$ cat config.mk
export PLATFORM = sky130hd
export DESIGN_NAME = rau_gcd
export DESIGN_NICKNAME = d
export VERILOG_FILES = /design/src/design/rau_pkg.sv /design/src/design/rau_gcd.sv
export SDC_FILE = /design/constraint.sdc
export NUM_CORES = 1
export LEC_CHECK = 0
export BUFFER_PORTS_ARGS = -buffer_cell sky130_fd_sc_hd__buf_2
export CAP_MARGIN = 0
export CELL_PAD_IN_SITES_DETAIL_PLACEMENT = 1
export CELL_PAD_IN_SITES_GLOBAL_PLACEMENT = 2
export CORE_UTILIZATION = 41
export DETAILED_ROUTE_END_ITERATION = 7
export GPL_TIMING_DRIVEN = 0
export PLACE_DENSITY = 0.95
export SETUP_SLACK_MARGIN = 0.5
export SLEW_MARGIN = 15
export SYNTH_ARGS = -nofsm -noshare
export SYNTH_HDL_FRONTEND = slang
export SYNTH_SLANG_ARGS = --single-unit
$ cat constraint.sdc
create_clock -name clock -period 7.79 [get_ports clock]
set_input_delay 2.337 -clock clock [delete_from_list [all_inputs] [get_ports clock]]
set_output_delay 2.337 -clock clock [all_outputs]
set_load 0.05 [all_outputs]
$ cat src/design/rau_pkg.sv
// ============================================================================
// Rational arithmetic unit package
// Shared widths, operation codes, payload structs and unit handshake types.
// ============================================================================
`default_nettype none

package rau_pkg;

   // Word width of integer work; sums and products wrap at this width, but compares use double-width products.
   localparam int WORD_BITS = 32;
   localparam int FUNC_BITS = 4;
   localparam int DEN_BITS  = 31;
   localparam int DWORD_BITS = 2 * WORD_BITS;

   // Depth of the queue between the front and the back.
   localparam int QUEUE_DEPTH = 2;
   localparam int QPTR_BITS   = $clog2(QUEUE_DEPTH);
   localparam int QCNT_BITS   = $clog2(QUEUE_DEPTH + 1);

   // Step counter of the divider and shift count of the GCD unit.
   localparam int STEP_BITS = $clog2(WORD_BITS);

   // Operation codes.
   localparam logic [FUNC_BITS-1:0] FN_MAKE = 4'd0;
   localparam logic [FUNC_BITS-1:0] FN_ADD  = 4'd1;
   localparam logic [FUNC_BITS-1:0] FN_SUB  = 4'd2;
   localparam logic [FUNC_BITS-1:0] FN_MUL  = 4'd3;
   localparam logic [FUNC_BITS-1:0] FN_DIV  = 4'd4;
   localparam logic [FUNC_BITS-1:0] FN_LT   = 4'd5;
   localparam logic [FUNC_BITS-1:0] FN_GT   = 4'd6;
   localparam logic [FUNC_BITS-1:0] FN_LE   = 4'd7;
   localparam logic [FUNC_BITS-1:0] FN_GE   = 4'd8;

   typedef logic signed [WORD_BITS-1:0]  word_type;
   typedef logic signed [DWORD_BITS-1:0] dword_type;
   typedef logic [WORD_BITS-1:0]         uword_type;

   typedef struct packed {
      logic [FUNC_BITS-1:0] func;
      word_type             a_num;
      word_type             a_den;
      word_type             b_num;
      logic [DEN_BITS-1:0]  b_den;
   } req_type;

   typedef struct packed {
      word_type            res_num;
      logic [DEN_BITS-1:0] res_den;
      logic                cmp_true;
   } rsp_type;

   // Operation class assigned by the front.
   typedef enum logic [2:0] {
      CLS_MAKE,
      CLS_ADDSUB,
      CLS_MULDIV,
      CLS_CMP,
      CLS_NONE
   } cls_type;

   typedef struct packed {
      cls_type cls;
      req_type req;
   } job_type;

   typedef struct packed {
      logic     start;
      word_type dividend;
      word_type divisor;
   } div_req_type;

   typedef struct packed {
      logic     start;
      word_type x_val;
      word_type y_val;
   } gcd_req_type;

   typedef struct packed {
      logic     done;
      word_type value;
   } unit_rsp_type;

   // Sequencer states of the back.
   typedef enum logic [4:0] {
      ST_IDLE,
      ST_LOAD_B,
      ST_DISPATCH,
      ST_NORM_PREP,
      ST_NORM_GCD,
      ST_NORM_GCD_WAIT,
      ST_NORM_DIVN,
      ST_NORM_DIVN_WAIT,
      ST_NORM_DIVD,
      ST_NORM_DIVD_WAIT,
      ST_MD_NUM,
      ST_MD_DEN,
      ST_MD_SAVE,
      ST_AS_MUL,
      ST_AS_GCD,
      ST_AS_GCD_WAIT,
      ST_AS_LCM,
      ST_AS_LCM_WAIT,
      ST_AS_XMUL,
      ST_AS_XDIV,
      ST_AS_XDIV_WAIT,
      ST_AS_YMUL,
      ST_AS_YDIV,
      ST_AS_YDIV_WAIT,
      ST_CMP_LHS,
      ST_CMP_RHS,
      ST_CMP_DONE,
      ST_RESULT
   } back_state_type;

   // Magnitude of a word as an unsigned word; the most negative word maps
   // to its true magnitude.
   function automatic uword_type magnitude(word_type v);
      uword_type u;
      u = uword_type'(v);
      return u[WORD_BITS-1] ? (~u + 1'b1) : u;
   endfunction

endpackage

`default_nettype wire

$ cat src/design/rau_gcd.sv
// ============================================================================
// Rational arithmetic unit GCD engine
// Binary GCD on operand magnitudes, one subtract-or-shift step per cycle.
// ============================================================================
`default_nettype none

module rau_gcd (
   input  logic                  clock,
   input  logic                  reset,
   input  rau_pkg::gcd_req_type  gcd_req,
   output rau_pkg::unit_rsp_type gcd_rsp
);
   import rau_pkg::*;

   logic                 run_ff, run_in;
   logic                 done_ff, done_in;
   uword_type            u_ff, u_in;
   uword_type            v_ff, v_in;
   logic [STEP_BITS-1:0] k_ff, k_in;
   uword_type            g_ff, g_in;

   // One Stein step; finishes when either value reaches zero.
   always_comb begin
      run_in  = run_ff;
      done_in = 1'b0;
      u_in    = u_ff;
      v_in    = v_ff;
      k_in    = k_ff;
      g_in    = g_ff;
      if (gcd_req.start) begin
         run_in = 1'b1;
         u_in   = magnitude(gcd_req.x_val);
         v_in   = magnitude(gcd_req.y_val);
         k_in   = '0;
      end else if (run_ff) begin
         if (u_ff == '0 || v_ff == '0) begin
            run_in  = 1'b0;
            done_in = 1'b1;
            g_in    = (u_ff | v_ff) << k_ff;
         end else if (!u_ff[0] && !v_ff[0]) begin
            u_in = u_ff >> 1;
            v_in = v_ff >> 1;
            k_in = k_ff + 1'b1;
         end else if (!u_ff[0]) begin
            u_in = u_ff >> 1;
         end else if (!v_ff[0]) begin
            v_in = v_ff >> 1;
         end else if (u_ff >= v_ff) begin
            u_in = (u_ff - v_ff) >> 1;
         end else begin
            v_in = (v_ff - u_ff) >> 1;
         end
      end
   end

   always_ff @(posedge clock) begin
      if (reset) begin
         run_ff  <= 1'b0;
         done_ff <= 1'b0;
      end else begin
         run_ff  <= run_in;
         done_ff <= done_in;
      end
   end

   always_ff @(posedge clock) begin
      u_ff <= u_in;
      v_ff <= v_in;
      k_ff <= k_in;
      g_ff <= g_in;
   end

   assign gcd_rsp.done  = done_ff;
   assign gcd_rsp.value = word_type'(g_ff);

endmodule

`default_nettype wire

==> out/qor.log, run 1 <==
INFO  yosys          postSynth.topFlopCell=edfxtp_1
INFO  yosys          ys_types=77
INFO  critical_path  critical_path.max_fanout=31
INFO  clocking       clk_pin_slew_worst_paths=90ps
INFO  layout         flow.area_growth_from_synthesis=11.5%
INFO  clocking       cts_root_buf=clkbuf_16
INFO  min_path       timing.hold.worst.start=k_ff[1]$_SDFFE_PP0P_
INFO  sta            max_freq=196MHz
INFO  route          drt_drc_violations_left=0
INFO  global_routing maximum_number_of_pins_on_one_net_before_global_route_repair=32
INFO  layout         postLayoutCellArea=0.0124mm^2
INFO  place          dpl_cell_area=0.0121mm^2
INFO  clocking       clk_latency=370ps
INFO  critical_path  crit_path_start_kind=register
INFO  layout         final_layout_size_suffix_gt1_frac=0.147
INFO  critical_path  timing.setup.critical_path_class=reg -> reg
INFO  critical_path  critPathCaptureType=register
INFO  critical_path  cp.required=7770ps
INFO  clocking       cts.path.max_buffers=2
INFO  route          drt_iter0_markers=901
INFO  sta            timing.final.crit_share=0.656
INFO  clocking       tritoncts=done
INFO  critical_path  startpoint_of_the_most_critical_register_to_register_path=u_ff[4]$_DFFE_PP_
INFO  sta            rsz_0062_raised_after_global_routing=no
INFO  pwr            power.density=255mW/mm^2
INFO  floorplanning  die-height=167um
INFO  floorplanning  boundaryPins=100
INFO  clocking       clock_tree.htree_level_count=3
INFO  yosys          synth.yosys.seq_area_share=0.272
INFO  route          num_vias=10500
INFO  yosys          synth.avg_cell_area=8.68um^2
INFO  yosys          ys_warn_count=0
INFO  sta            fin_crit=5110ps
INFO  place          dp_hpwl=33.7mm
INFO  sta            fin_tns_setup=0ps
INFO  yosys          async_flop_share=0
INFO  pwr            power.static_leakage=4.83nW
INFO  floorplanning  num_rows=59
INFO  yosys          synth.ff_latch_count=103
INFO  min_path       worstHoldPathType=reg -> reg
INFO  layout         final_common_cell=nor2_1
INFO  sta            report.final.setup_viol=0
INFO  place          portBuffers=99
INFO  floorplanning  chipWidth=167um
INFO  global_routing grt_pass1_vias=10800
INFO  yosys          synthDominantCellAreaShare=0.259
INFO  yosys          synth_enable_flop_cells=96
INFO  yosys          synthDominantAreaCellType=edfxtp_1
INFO  sta            fin_skew=17.8ps
INFO  yosys          syn-instance-count=1282
INFO  sta            postLayoutSetupSlackWorst=2680ps
INFO  clocking       cts-resized-gates=0
INFO  route          drt_pre_antenna_iters=5
INFO  route          routed_wire_length_per_instance=23.3um
INFO  critical_path  timing.reg2reg.setup_slack=2680ps
INFO  clocking       cts_setup_buffers=0
INFO  clocking       cts_buffers=9
INFO  clocking       cts.sink_count=103
INFO  yosys          synthTopCellsByArea=edfxtp_1 26%, ha_1 11%, a21oi_1 5.4%
INFO  floorplanning  initial_cell_density_of_the_core=0.422
INFO  floorplanning  dieArea=0.0278mm^2
INFO  sta            slew_worst_pin=921ps
INFO  sta            max_slew_headroom=0.386
INFO  route          postRouteAntennaNets=0
INFO  route          route.final.wire_length=40.5mm
INFO  yosys          synthesis.area=0.0111mm^2
INFO  flow_run       drv_cap=0
INFO  critical_path  cp-startpoint=u_ff[4]$_DFFE_PP_
INFO  floorplanning  coreArea=0.0264mm^2
INFO  clocking       post_cts_hold_buffer_count=0
INFO  layout         num-nets-final=1564
INFO  global_routing number_of_antenna_violations_at_the_first_check_in_global_routing=1
INFO  place          final_replace_weighted_congestion=0.959
INFO  sta            report.final.slew_viol_count=0
INFO  yosys          postSynthNetCount=1450
INFO  pwr            ir_drop=108uV
INFO  layout         most-common-layout-cells=136 x nor2_1, 120 x a21oi_1, 104 x inv_1, 104 x buf_2, 99 x ha_1
INFO  sta            hold_viol=0
INFO  global_routing overflow=0
INFO  status         status=completed
INFO  route          number_of_vias_per_cell_after_detailed_routing=6.04
INFO  global_routing grt_first_pass_wirelength=62.9mm
INFO  critical_path  arrival_time_reported_for_the_critical_path_endpoint=5090ps
INFO  place          dpl_worst_slack=2530ps
INFO  global_routing grt_usage=0.294
## routing by layer
metal,share of wire,global-route usage,up-vias
met5,0,0,-
li1,-,-,4910
met4,0.028,0.0962,0
met3,0.054,0.0356,56
met1,0.43,0.375,5213
met2,0.49,0.515,326
## per-stage QoR
step	hold slack (ps)	total power [W]	instances	util
2_1_floorplan	571	0.00207	1282	-
3_3_place_gp	592	0.00261	1716	0.457
3_5_place_dp	618	0.00265	1720	0.459
4_1_cts	638	0.00313	1736	0.471
5_1_grt	683	0.00335	1736	0.471
6_report	633	0.00317	1740	0.471
## power by group
part	total, W	internal, W	switching [W]
Combinational	0.00185	0.000666	0.00118
Sequential	0.000852	0.000716	0.000136
Clock	0.000470	0.000225	0.000244
## registers in the layout, summed over array words and instances, names as in the netlist
register and flops:
run_ff 1, g_ff 32, k_ff 5, done_ff 1, v_ff 32, u_ff 32
## worst paths after layout
check,end,cells after the start
max,u_ff[15]$_DFFE_PP_,14
min,k_ff[1]$_SDFFE_PP0P_,3
max reg2reg,u_ff[15]$_DFFE_PP_,14
min reg2reg,k_ff[1]$_SDFFE_PP0P_,3
## worst max-delay path, stage by stage, from the launching register on
cell	delay (ps)
edfxtp_1	590
inv_1	120
ha_1	300
clkbuf_1	230
nor4_1	640
o31a_1	310
nor3_2	80
nand2_1	90
a31oi_2	170
a31oi_1	390
o31a_1	320
clkbuf_1	440
nor2_1	70
o21ai_0	170
a31o_2	780
## final cells by class
type / instances / area (um^2)
Inverter: 105 / 394
Buffer: 75 / 307
Timing Repair Buffer: 103 / 546
Clock buffer: 9 / 225
Sequential cell: 103 / 3020
Antenna cell: 4 / 10.0
Clock inverter: 7 / 66.3
Multi-Input combinational cell: 999 / 7420
Fill cell: 3154 / 13900
Tap cell: 335 / 419
## cell families after synthesis
group | Yosys count | synth area share
AOI/OAI and AO/OA | 364 | 0.231
and+or+nand+nor | 354 | 0.154
buffers and inverters | 180 | 0.0630
xor gates and xnor gates | 120 | 0.0944
DFF | 103 | 0.272
adders and majority gates | 101 | 0.115
muxes | 60 | 0.0715
## Yosys cell counts (all sizes together), types with 26 or more instances
library cell    n
xor2           54
a221oi         35
a21oi         121
nand2          72
mux2i          30
edfxtp         96
clkbuf         58
nor3           29
xnor2          66
inv           104
ha             99
o21ai          68
nor2          137
a211oi         26
nor4           29
Note: power is estimated with default switching activity, not from simulation.
==> run 2, diff against run 1 <==
--- a/config.mk
+++ b/config.mk
@@ -5,14 +5,15 @@
 export SDC_FILE = /design/constraint.sdc
 export NUM_CORES = 1
 export LEC_CHECK = 0
+export ABC_AREA = 1
 export BUFFER_PORTS_ARGS = -buffer_cell sky130_fd_sc_hd__buf_2
 export CAP_MARGIN = 0
 export CELL_PAD_IN_SITES_DETAIL_PLACEMENT = 1
 export CELL_PAD_IN_SITES_GLOBAL_PLACEMENT = 2
-export CORE_UTILIZATION = 41
+export CORE_UTILIZATION = 31
 export DETAILED_ROUTE_END_ITERATION = 7
 export GPL_TIMING_DRIVEN = 0
-export PLACE_DENSITY = 0.95
+export PLACE_DENSITY = 0.9
 export SETUP_SLACK_MARGIN = 0.5
 export SLEW_MARGIN = 15
 export SYNTH_ARGS = -nofsm -noshare
==> constraint.sdc (replaced) <==
create_clock -name clock -period 4.3 [get_ports clock]
set_input_delay 1.29 -clock clock [delete_from_list [all_inputs] [get_ports clock]]
set_output_delay 1.29 -clock clock [all_outputs]
set_load 0.05 [all_outputs]
==> out/qor.log, run 2 <==
INFO  status         status=completed [unchanged]
INFO  sta            max_freq=279MHz [was 196 MHz]
INFO  place          dpl_cell_area=0.0139mm^2 [was 0.0121 mm^2]
INFO  layout         area.sequential=0.00302mm^2 [unchanged]
INFO  global_routing grt_first_pass_wirelength=89.7mm [was 62.9 mm]
INFO  sta            hold_viol=0 [unchanged]
INFO  route          route.final.wire_length=61.0mm [was 40.5 mm]
INFO  critical_path  critPathCaptureType=register [unchanged]
INFO  layout         final_common_cell=nand2_1 [was nor2_1]
INFO  route          drt_drc_violations_left=0 [unchanged]
INFO  yosys          synthTopCellsByArea=edfxtp_1 23%, nand2_1 17%, ha_1 9.7% [was edfxtp_1 26%, ha_1 11%, a21oi_1 5.4%]
INFO  sta            timing.final.crit_share=0.833 [was 0.656]
INFO  layout         fillerInstances=5319 [was 3154]
INFO  sta            fin_tns_setup=0ps [unchanged]
INFO  yosys          syn-instance-count=2045 [was 1282]
INFO  route          number_of_vias_per_cell_after_detailed_routing=5.31 [was 6.04]
INFO  layout         antenna_cells=0 [was 4]
INFO  global_routing number_of_antenna_violations_at_the_first_check_in_global_routing=0 [was 1]
INFO  clocking       cts.sink_count=103 [unchanged]
INFO  global_routing grt_usage=0.292 [was 0.294]
INFO  layout         final_layout_size_suffix_gt1_frac=0.0896 [was 0.147]
INFO  yosys          postSynth.topFlopCell=edfxtp_1 [unchanged]
INFO  yosys          synth.avg_cell_area=6.23um^2 [was 8.68 um^2]
INFO  floorplanning  boundaryPins=100 [unchanged]
INFO  layout         flow.area_growth_from_synthesis=12.1% [was 11.5%]
INFO  clocking       clk_pin_slew_worst_paths=70ps [was 90 ps]
INFO  clocking       cts.path.max_buffers=2 [unchanged]
INFO  sta            slew_worst_pin=983ps [was 921 ps]
INFO  yosys          synthesis.area=0.0127mm^2 [was 0.0111 mm^2]
INFO  critical_path  critical_path.max_fanout=16 [was 31]
INFO  critical_path  crit_path_start_kind=register [unchanged]
INFO  sta            report.final.setup_viol=0 [unchanged]
INFO  global_routing grt_pass1_vias=14700 [was 10800]
INFO  clocking       post_cts_hold_buffer_count=0 [unchanged]
INFO  clocking       cts_buffers=9 [unchanged]
INFO  layout         multi_input_area=0.00834mm^2 [was 0.00742 mm^2]
INFO  route          num_vias=14300 [was 10500]
INFO  yosys          async_flop_share=0 [unchanged]
INFO  sta            report.final.slew_viol_count=0 [unchanged]
INFO  sta            worst_hold_slack=579ps [was 633 ps]
INFO  yosys          ys_warn_count=0 [unchanged]
INFO  critical_path  arrival_time_reported_for_the_critical_path_endpoint=3580ps [was 5090 ps]
INFO  critical_path  cp.required=4300ps [was 7770 ps]
INFO  clocking       tritoncts=done [unchanged]
INFO  min_path       worstHoldPathType=reg -> reg [unchanged]
INFO  floorplanning  chipWidth=205um [was 167 um]
INFO  clocking       clock_tree.htree_level_count=3 [unchanged]
INFO  flow_run       drv_cap=0 [unchanged]
INFO  yosys          post_synth_most_frequent_cells=584 x nand2_1, 286 x inv_1, 193 x a21oi_1 [was 136 x nor2_1, 120 x a21oi_1, 104 x inv_1]
INFO  clocking       clk_latency=380ps [was 370 ps]
INFO  yosys          postSynthNetCount=2213 [was 1450]
INFO  layout         most-common-layout-cells=584 x nand2_1, 285 x inv_1, 193 x a21oi_1, 184 x nor2_1, 156 x o21ai_0 [was 136 x nor2_1, 120 x a21oi_1, 104 x inv_1, 104 x buf_2, 99 x ha_1]
INFO  pwr            power.density=460mW/mm^2 [was 255 mW/mm^2]
INFO  place          dp_hpwl=53.4mm [was 33.7 mm]
INFO  yosys          synth.yosys.seq_area_share=0.237 [was 0.272]
INFO  critical_path  ff2ff_path_depth=13 [was 14]
INFO  sta            rsz_0062_raised_after_global_routing=no [unchanged]
INFO  yosys          most_numerous_cell_in_the_yosys_netlist=nand2_1 [was nor2_1]
INFO  yosys          synth_enable_flop_cells=96 [unchanged]
INFO  pwr            power=0.00656W [was 0.00317 W]
INFO  sta            fin_crit=3580ps [was 5110 ps]
INFO  yosys          synthDominantAreaCellType=edfxtp_1 [unchanged]
INFO  sta            fin_skew=13.9ps [was 17.8 ps]
INFO  global_routing overflow=0 [unchanged]
INFO  critical_path  timing.setup.critical_path_class=reg -> reg [unchanged]
INFO  layout         num-nets-final=2329 [was 1564]
INFO  floorplanning  num_rows=73 [was 59]
INFO  clocking       cts_root_buf=clkbuf_16 [unchanged]
INFO  yosys          synth.ff_latch_count=103 [unchanged]
INFO  pwr            ir_drop=174uV [was 108 uV]
INFO  route          drt_pre_antenna_iters=5 [unchanged]
INFO  route          postRouteAntennaNets=0 [unchanged]
INFO  route          drt_iter0_markers=946 [was 901]
INFO  yosys          synthDominantCellAreaShare=0.226 [was 0.259]
INFO  floorplanning  coreArea=0.0401mm^2 [was 0.0264 mm^2]
INFO  floorplanning  die-height=205um [was 167 um]
INFO  pwr            power.static_leakage=6.76nW [was 4.83 nW]
INFO  floorplanning  initial_cell_density_of_the_core=0.318 [was 0.422]
INFO  sta            max_slew_headroom=0.345 [was 0.386]
INFO  route          routed_wire_length_per_instance=22.7um [was 23.3 um]
INFO  global_routing maximum_number_of_pins_on_one_net_before_global_route_repair=32 [unchanged]
INFO  place          final_replace_weighted_congestion=0.999 [was 0.959]
INFO  layout         layout_top_registers=g_ff x32, u_ff x32, v_ff x32 [unchanged]
INFO  place          portBuffers=96 [was 99]
INFO  layout         postLayoutCellArea=0.0143mm^2 [was 0.0124 mm^2]
INFO  min_path       hold_depth=2 [was 3]
INFO  yosys          ys_types=49 [was 77]
INFO  floorplanning  dieArea=0.0419mm^2 [was 0.0278 mm^2]
[run 2: area by class of cell]
cell class / count / area share
plain buffers: 62 / 0.0193
clock buffers: 9 / 0.0158
clock inverters: 5 / 0.00412
inverters: 298 / 0.0788
multi-input cells: 1582 / 0.584
flip-flops and latches: 103 / 0.212
well taps: 525 / 0.0460
repair buffers: 104 / 0.0398
repair inverters: 1 / 0.000526
[run 2: worst paths after layout]
| check | start | end | slack, ps |
|---|---|---|---|
| min | run_ff$_SDFF_PP0_ | done_ff$_SDFF_PP0_ | 580 |
| max reg2reg | u_ff[27]$_DFFE_PP_ | u_ff[26]$_DFFE_PP_ | 720 |
| min reg2reg | run_ff$_SDFF_PP0_ | done_ff$_SDFF_PP0_ | 580 |
| max | u_ff[27]$_DFFE_PP_ | u_ff[26]$_DFFE_PP_ | 720 |
[run 2: repair_timing]
item,4_1_cts,5_1_grt
resized for setup,1,1
setup buffers,0,6
endpoints found under the setup margin,31,48
cloned,0,1
endpoints found under the hold margin,0,0
pin swaps,0,1
[run 2: stage by stage]
stage / setup slack, ps / std cells / utilization
CTS: 566 / 2682 / 0.354
floorplan: 732 / 2045 / -
finish: 719 / 2689 / 0.356
global placement: -405 / 2666 / 0.346
global route: 532 / 2689 / 0.356
detailed placement: 401 / 2668 / 0.347
[run 2: kinds of logic after synthesis]
kind of cell / Yosys count / synth area share
AND/OR/NAND/NOR: 1021 / 0.343
AO/OA/AOI/OAI: 405 / 0.170
buffers and inverters: 360 / 0.110
flip-flops: 103 / 0.237
adder cells (fa/ha/maj): 101 / 0.100
XOR/XNOR: 43 / 0.0296
multiplexers: 12 / 0.00943
[run 2: per-layer routing]
metal | global-route usage | share of wire
met1 | 0.350 | 0.42
met2 | 0.516 | 0.48
met3 | 0.0274 | 0.045
met4 | 0.151 | 0.053
met5 | 0 | 0
[run 2: critical path, cell delays in order, from the launching register on]
cell and delay (ps):
edfxtp_1 560, inv_1 120, ha_1 400, inv_1 120, a21oi_1 250, o21ai_1 150
nand2_1 80, nand2_1 90, a21oi_4 240, nand2_1 260, inv_1 170, nand2_1 90
nand3_1 230, clkinvlp_4 430
[run 2: power by group]
| group | internal [W] | leakage [nW] | total (W) | switching [W] |
|---|---|---|---|---|
| logic | 0.00115 | 5.66 | 0.00415 | 0.00300 |
| clock network | 0.000448 | 0.135 | 0.000878 | 0.000430 |
| registers | 0.00131 | 0.973 | 0.00153 | 0.000224 |
| total | 0.00291 | 6.76 | 0.00656 | 0.00366 |
==> run 3, diff against run 2 <==
--- a/config.mk
+++ b/config.mk
@@ -10,10 +10,10 @@
 export CAP_MARGIN = 0
 export CELL_PAD_IN_SITES_DETAIL_PLACEMENT = 1
 export CELL_PAD_IN_SITES_GLOBAL_PLACEMENT = 2
-export CORE_UTILIZATION = 31
+export CORE_UTILIZATION = 34
 export DETAILED_ROUTE_END_ITERATION = 7
 export GPL_TIMING_DRIVEN = 0
-export PLACE_DENSITY = 0.9
+export PLACE_DENSITY = 0.94
 export SETUP_SLACK_MARGIN = 0.5
 export SLEW_MARGIN = 15
 export SYNTH_ARGS = -nofsm -noshare
==> constraint.sdc (replaced) <==
create_clock -name clock -period 3.3 [get_ports clock]
set_input_delay 0.99 -clock clock [delete_from_list [all_inputs] [get_ports clock]]
set_output_delay 0.99 -clock clock [all_outputs]
set_load 0.05 [all_outputs]
==> out/qor.log, run 3 (synthesis results as in run 2) <==
INFO  place          dp_hpwl=50.4mm [was 53.4 mm]
INFO  min_path       hold_depth=2 [unchanged]
INFO  clocking       post_cts_hold_buffer_count=0 [unchanged]
INFO  clocking       clock_tree.htree_level_count=3 [unchanged]
INFO  route          routed_wire_length_per_instance=23.2um [was 22.7 um]
INFO  floorplanning  initial_cell_density_of_the_core=0.347 [was 0.318]
INFO  route          drt_pre_antenna_iters=5 [unchanged]
INFO  floorplanning  boundaryPins=100 [unchanged]
INFO  sta            report.final.slew_viol_count=0 [unchanged]
INFO  critical_path  crit_chain=buf_4 > ha_1 > inv_1 > o21ai_2 > a21oi_2 > nand2_2 > nand2_4 > nand3_4 > nand2_4 > nand2_4 > inv_4 > nor2_4 > nor3_4 > buf_6 > clkbuf_16 [was inv_1 > ha_1 > inv_1 > a21oi_1 > o21ai_1 > nand2_1 > nand2_1 > a21oi_4 > nand2_1 > inv_1 > nand2_1 > nand3_1 > clkinvlp_4]
INFO  critical_path  cp.required=3410ps [was 4300 ps]
INFO  place          portBuffers=96 [unchanged]
INFO  floorplanning  num_rows=70 [was 73]
INFO  route          drt_drc_violations_left=0 [unchanged]
INFO  route          route.final.wire_length=63.4mm [was 61.0 mm]
INFO  critical_path  timing.reg2reg.setup_slack=380ps [was 720 ps]
INFO  global_routing maximum_number_of_pins_on_one_net_before_global_route_repair=22 [was 32]
INFO  layout         layout_top_registers=g_ff x32, u_ff x32, v_ff x32 [unchanged]
INFO  clocking       clk_latency=380ps [about the same]
INFO  critical_path  critical_path.max_fanout=4 [was 16]
INFO  place          place_inst=2611 [was 2668]
INFO  layout         fillerInstances=4877 [was 5319]
INFO  min_path       timing.hold.worst.start=run_ff$_SDFF_PP0_ [unchanged]
INFO  critical_path  critical-path-max-stage-delay=500ps [was 560 ps]
INFO  clocking       cts.sink_count=103 [unchanged]
INFO  sta            max_slew_headroom=0.396 [was 0.345]
INFO  global_routing grt_pass1_vias=15200 [was 14700]
INFO  clocking       cts.path.max_buffers=2 [unchanged]
INFO  layout         antenna_cells=0 [unchanged]
INFO  critical_path  crit_path_start_kind=register [unchanged]
INFO  route          num_vias=15200 [was 14300]
INFO  sta            max_freq=342MHz [was 279 MHz]
INFO  pwr            ir_drop=280uV [was 174 uV]
INFO  sta            hold_viol=0 [unchanged]
INFO  critical_path  worst_path_most_repeated_cell=nand2_4 [was nand2_1]
INFO  pwr            power=0.00984W [was 0.00656 W]
INFO  global_routing grt_usage=0.321 [was 0.292]
INFO  clocking       tritoncts=done [unchanged]
INFO  global_routing grt_first_pass_wirelength=91.4mm [was 89.7 mm]
INFO  clocking       cts_root_buf=clkbuf_16 [unchanged]
INFO  layout         flow.area_growth_from_synthesis=24.6% [was 12.1%]
INFO  critical_path  timing.setup.critical_path_class=reg -> reg [unchanged]
INFO  sta            worst_hold_slack=587ps [was 579 ps]
INFO  route          number_of_vias_per_cell_after_detailed_routing=5.58 [was 5.31]
INFO  place          dpl_cell_area=0.0139mm^2 [about the same]
INFO  global_routing number_of_antenna_violations_at_the_first_check_in_global_routing=0 [unchanged]
INFO  pwr            power.density=620mW/mm^2 [was 460 mW/mm^2]
INFO  place          final_replace_weighted_congestion=0.992 [was 0.999]
INFO  sta            fin_skew=15.5ps [was 13.9 ps]
INFO  sta            report.final.setup_viol=0 [unchanged]
INFO  sta            fin_tns_setup=0ps [unchanged]
INFO  layout         final_layout_size_suffix_gt1_frac=0.193 [was 0.0896]
INFO  critical_path  reg2reg_to=v_ff[19]$_DFFE_PP_ [was u_ff[26]$_DFFE_PP_]
INFO  layout         postLayoutCellArea=0.0159mm^2 [was 0.0143 mm^2]
INFO  layout         instances_no_fill=2730 [was 2689]
INFO  sta            rsz_0062_raised_after_global_routing=yes [was no]
INFO  global_routing overflow=0 [unchanged]
INFO  critical_path  crit_slowest_cell=edfxtp_1 [unchanged]
INFO  layout         final_common_cell=nand2_1 [unchanged]
INFO  route          drt_iter0_markers=1119 [was 946]
INFO  floorplanning  coreArea=0.0367mm^2 [was 0.0401 mm^2]
INFO  layout         most-common-layout-cells=567 x nand2_1, 252 x inv_1, 184 x a21oi_1, 154 x nor2_1, 149 x o21ai_0 [was 584 x nand2_1, 285 x inv_1, 193 x a21oi_1, 184 x nor2_1, 156 x o21ai_0]
INFO  floorplanning  chipWidth=196um [was 205 um]
INFO  critical_path  critPathCaptureType=register [unchanged]
INFO  sta            timing.final.crit_share=0.885 [was 0.833]
INFO  critical_path  arrival_time_reported_for_the_critical_path_endpoint=3030ps [was 3580 ps]
INFO  critical_path  ff2ff_path_depth=15 [was 13]
INFO  min_path       whs_endpoint=done_ff$_SDFF_PP0_ [unchanged]
INFO  layout         num-nets-final=2425 [was 2329]
INFO  status         status=completed [unchanged]
INFO  critical_path  startpoint_of_the_most_critical_register_to_register_path=u_ff[7]$_DFFE_PP_ [was u_ff[27]$_DFFE_PP_]
INFO  sta            fin_crit=2920ps [was 3580 ps]
INFO  min_path       worstHoldPathType=reg -> reg [unchanged]
INFO  clocking       cts_buffers=9 [unchanged]
INFO  floorplanning  die-height=196um [was 205 um]
INFO  clocking       clk_pin_slew_worst_paths=90ps [was 70 ps]
INFO  pwr            power.static_leakage=7.35nW [was 6.76 nW]
INFO  flow_run       drv_cap=0 [unchanged]
INFO  floorplanning  dieArea=0.0382mm^2 [was 0.0419 mm^2]
INFO  sta            slew_worst_pin=906ps [was 983 ps]
INFO  route          postRouteAntennaNets=0 [unchanged]
==> run 3: changes by cell type in the layout (fill, tap and decap cells not counted), sizes merged <==
| cell | before | now |
|---|---|---|
| buf | 121 | 215 |
| clkbuf | 54 | 56 |
| clkinvlp | 3 | 4 |
| inv | 296 | 297 |
==> run 3: area by class of cell <==
class                           count  area (um^2)  area share
Multi-Input combinational cell   1582         9120       0.575
Sequential cell                   103         3020       0.190
Timing Repair Buffer              200         1400      0.0882
Inverter                          298         1140      0.0719
Tap cell                          468          586      0.0369
Buffer                             62          292      0.0184
Clock buffer                        9          225      0.0142
Clock inverter                      7         78.8     0.00497
Timing Repair inverter              1         7.51    0.000473
==> run 3: worst max-delay path: cells and delay by family, from the launching register on <==
family,cells,cell delay (ps)
adder cells (fa/ha/maj),1,200
buffers and inverters,5,760
AO/OA/AOI/OAI,2,340
AND/OR/NAND/NOR,7,840
flip-flops,1,500
==> run 3: timing repair <==
| action | 4_1_cts | 5_1_grt |
|---|---|---|
| gates cloned | 2 | 2 |
| pin swaps | 7 | 28 |
| endpoints found under the setup margin | 152 | 156 |
| resized for setup | 70 | 146 |
| buffers inserted | 61 | 38 |
==> run 3: worst max-delay path by stage <==
stage	start	to	cells after the start
6_report	u_ff[7]$_DFFE_PP_	v_ff[19]$_DFFE_PP_	15
5_1_grt	u_ff[7]$_DFFE_PP_	v_ff[19]$_DFFE_PP_	15
4_1_cts	u_ff[10]$_DFFE_PP_	u_ff[1]$_DFFE_PP_	15
3_5_place_dp	v_ff[7]$_DFFE_PP_	u_ff[28]$_DFFE_PP_	10
3_3_place_gp	u_ff[27]$_DFFE_PP_	v_ff[30]$_DFFE_PP_	12
2_1_floorplan	u_ff[0]$_DFFE_PP_	v_ff[10]$_DFFE_PP_	15
==> run 3: power breakdown <==
group | switching, W | internal [W]
combinational | 0.00448 | 0.00223
clock | 0.000599 | 0.000601
sequential | 0.000225 | 0.00170
==> run 3: per-layer routing <==
metal	track usage	up-vias	part of all wire
li1	-	7087	-
met1	0.390	7375	0.40
met2	0.554	587	0.47
met3	0.0368	177	0.061
met4	0.175	0	0.066
met5	0	-	0
==> run 3: metrics by stage <==
step / setup slack, ps / util
5_1_grt: 363 / 0.432
4_1_cts: 455 / 0.407
6_report: 379 / 0.432
3_3_place_gp: -393 / 0.378
2_1_floorplan: 504 / -
3_5_place_dp: -134 / 0.379
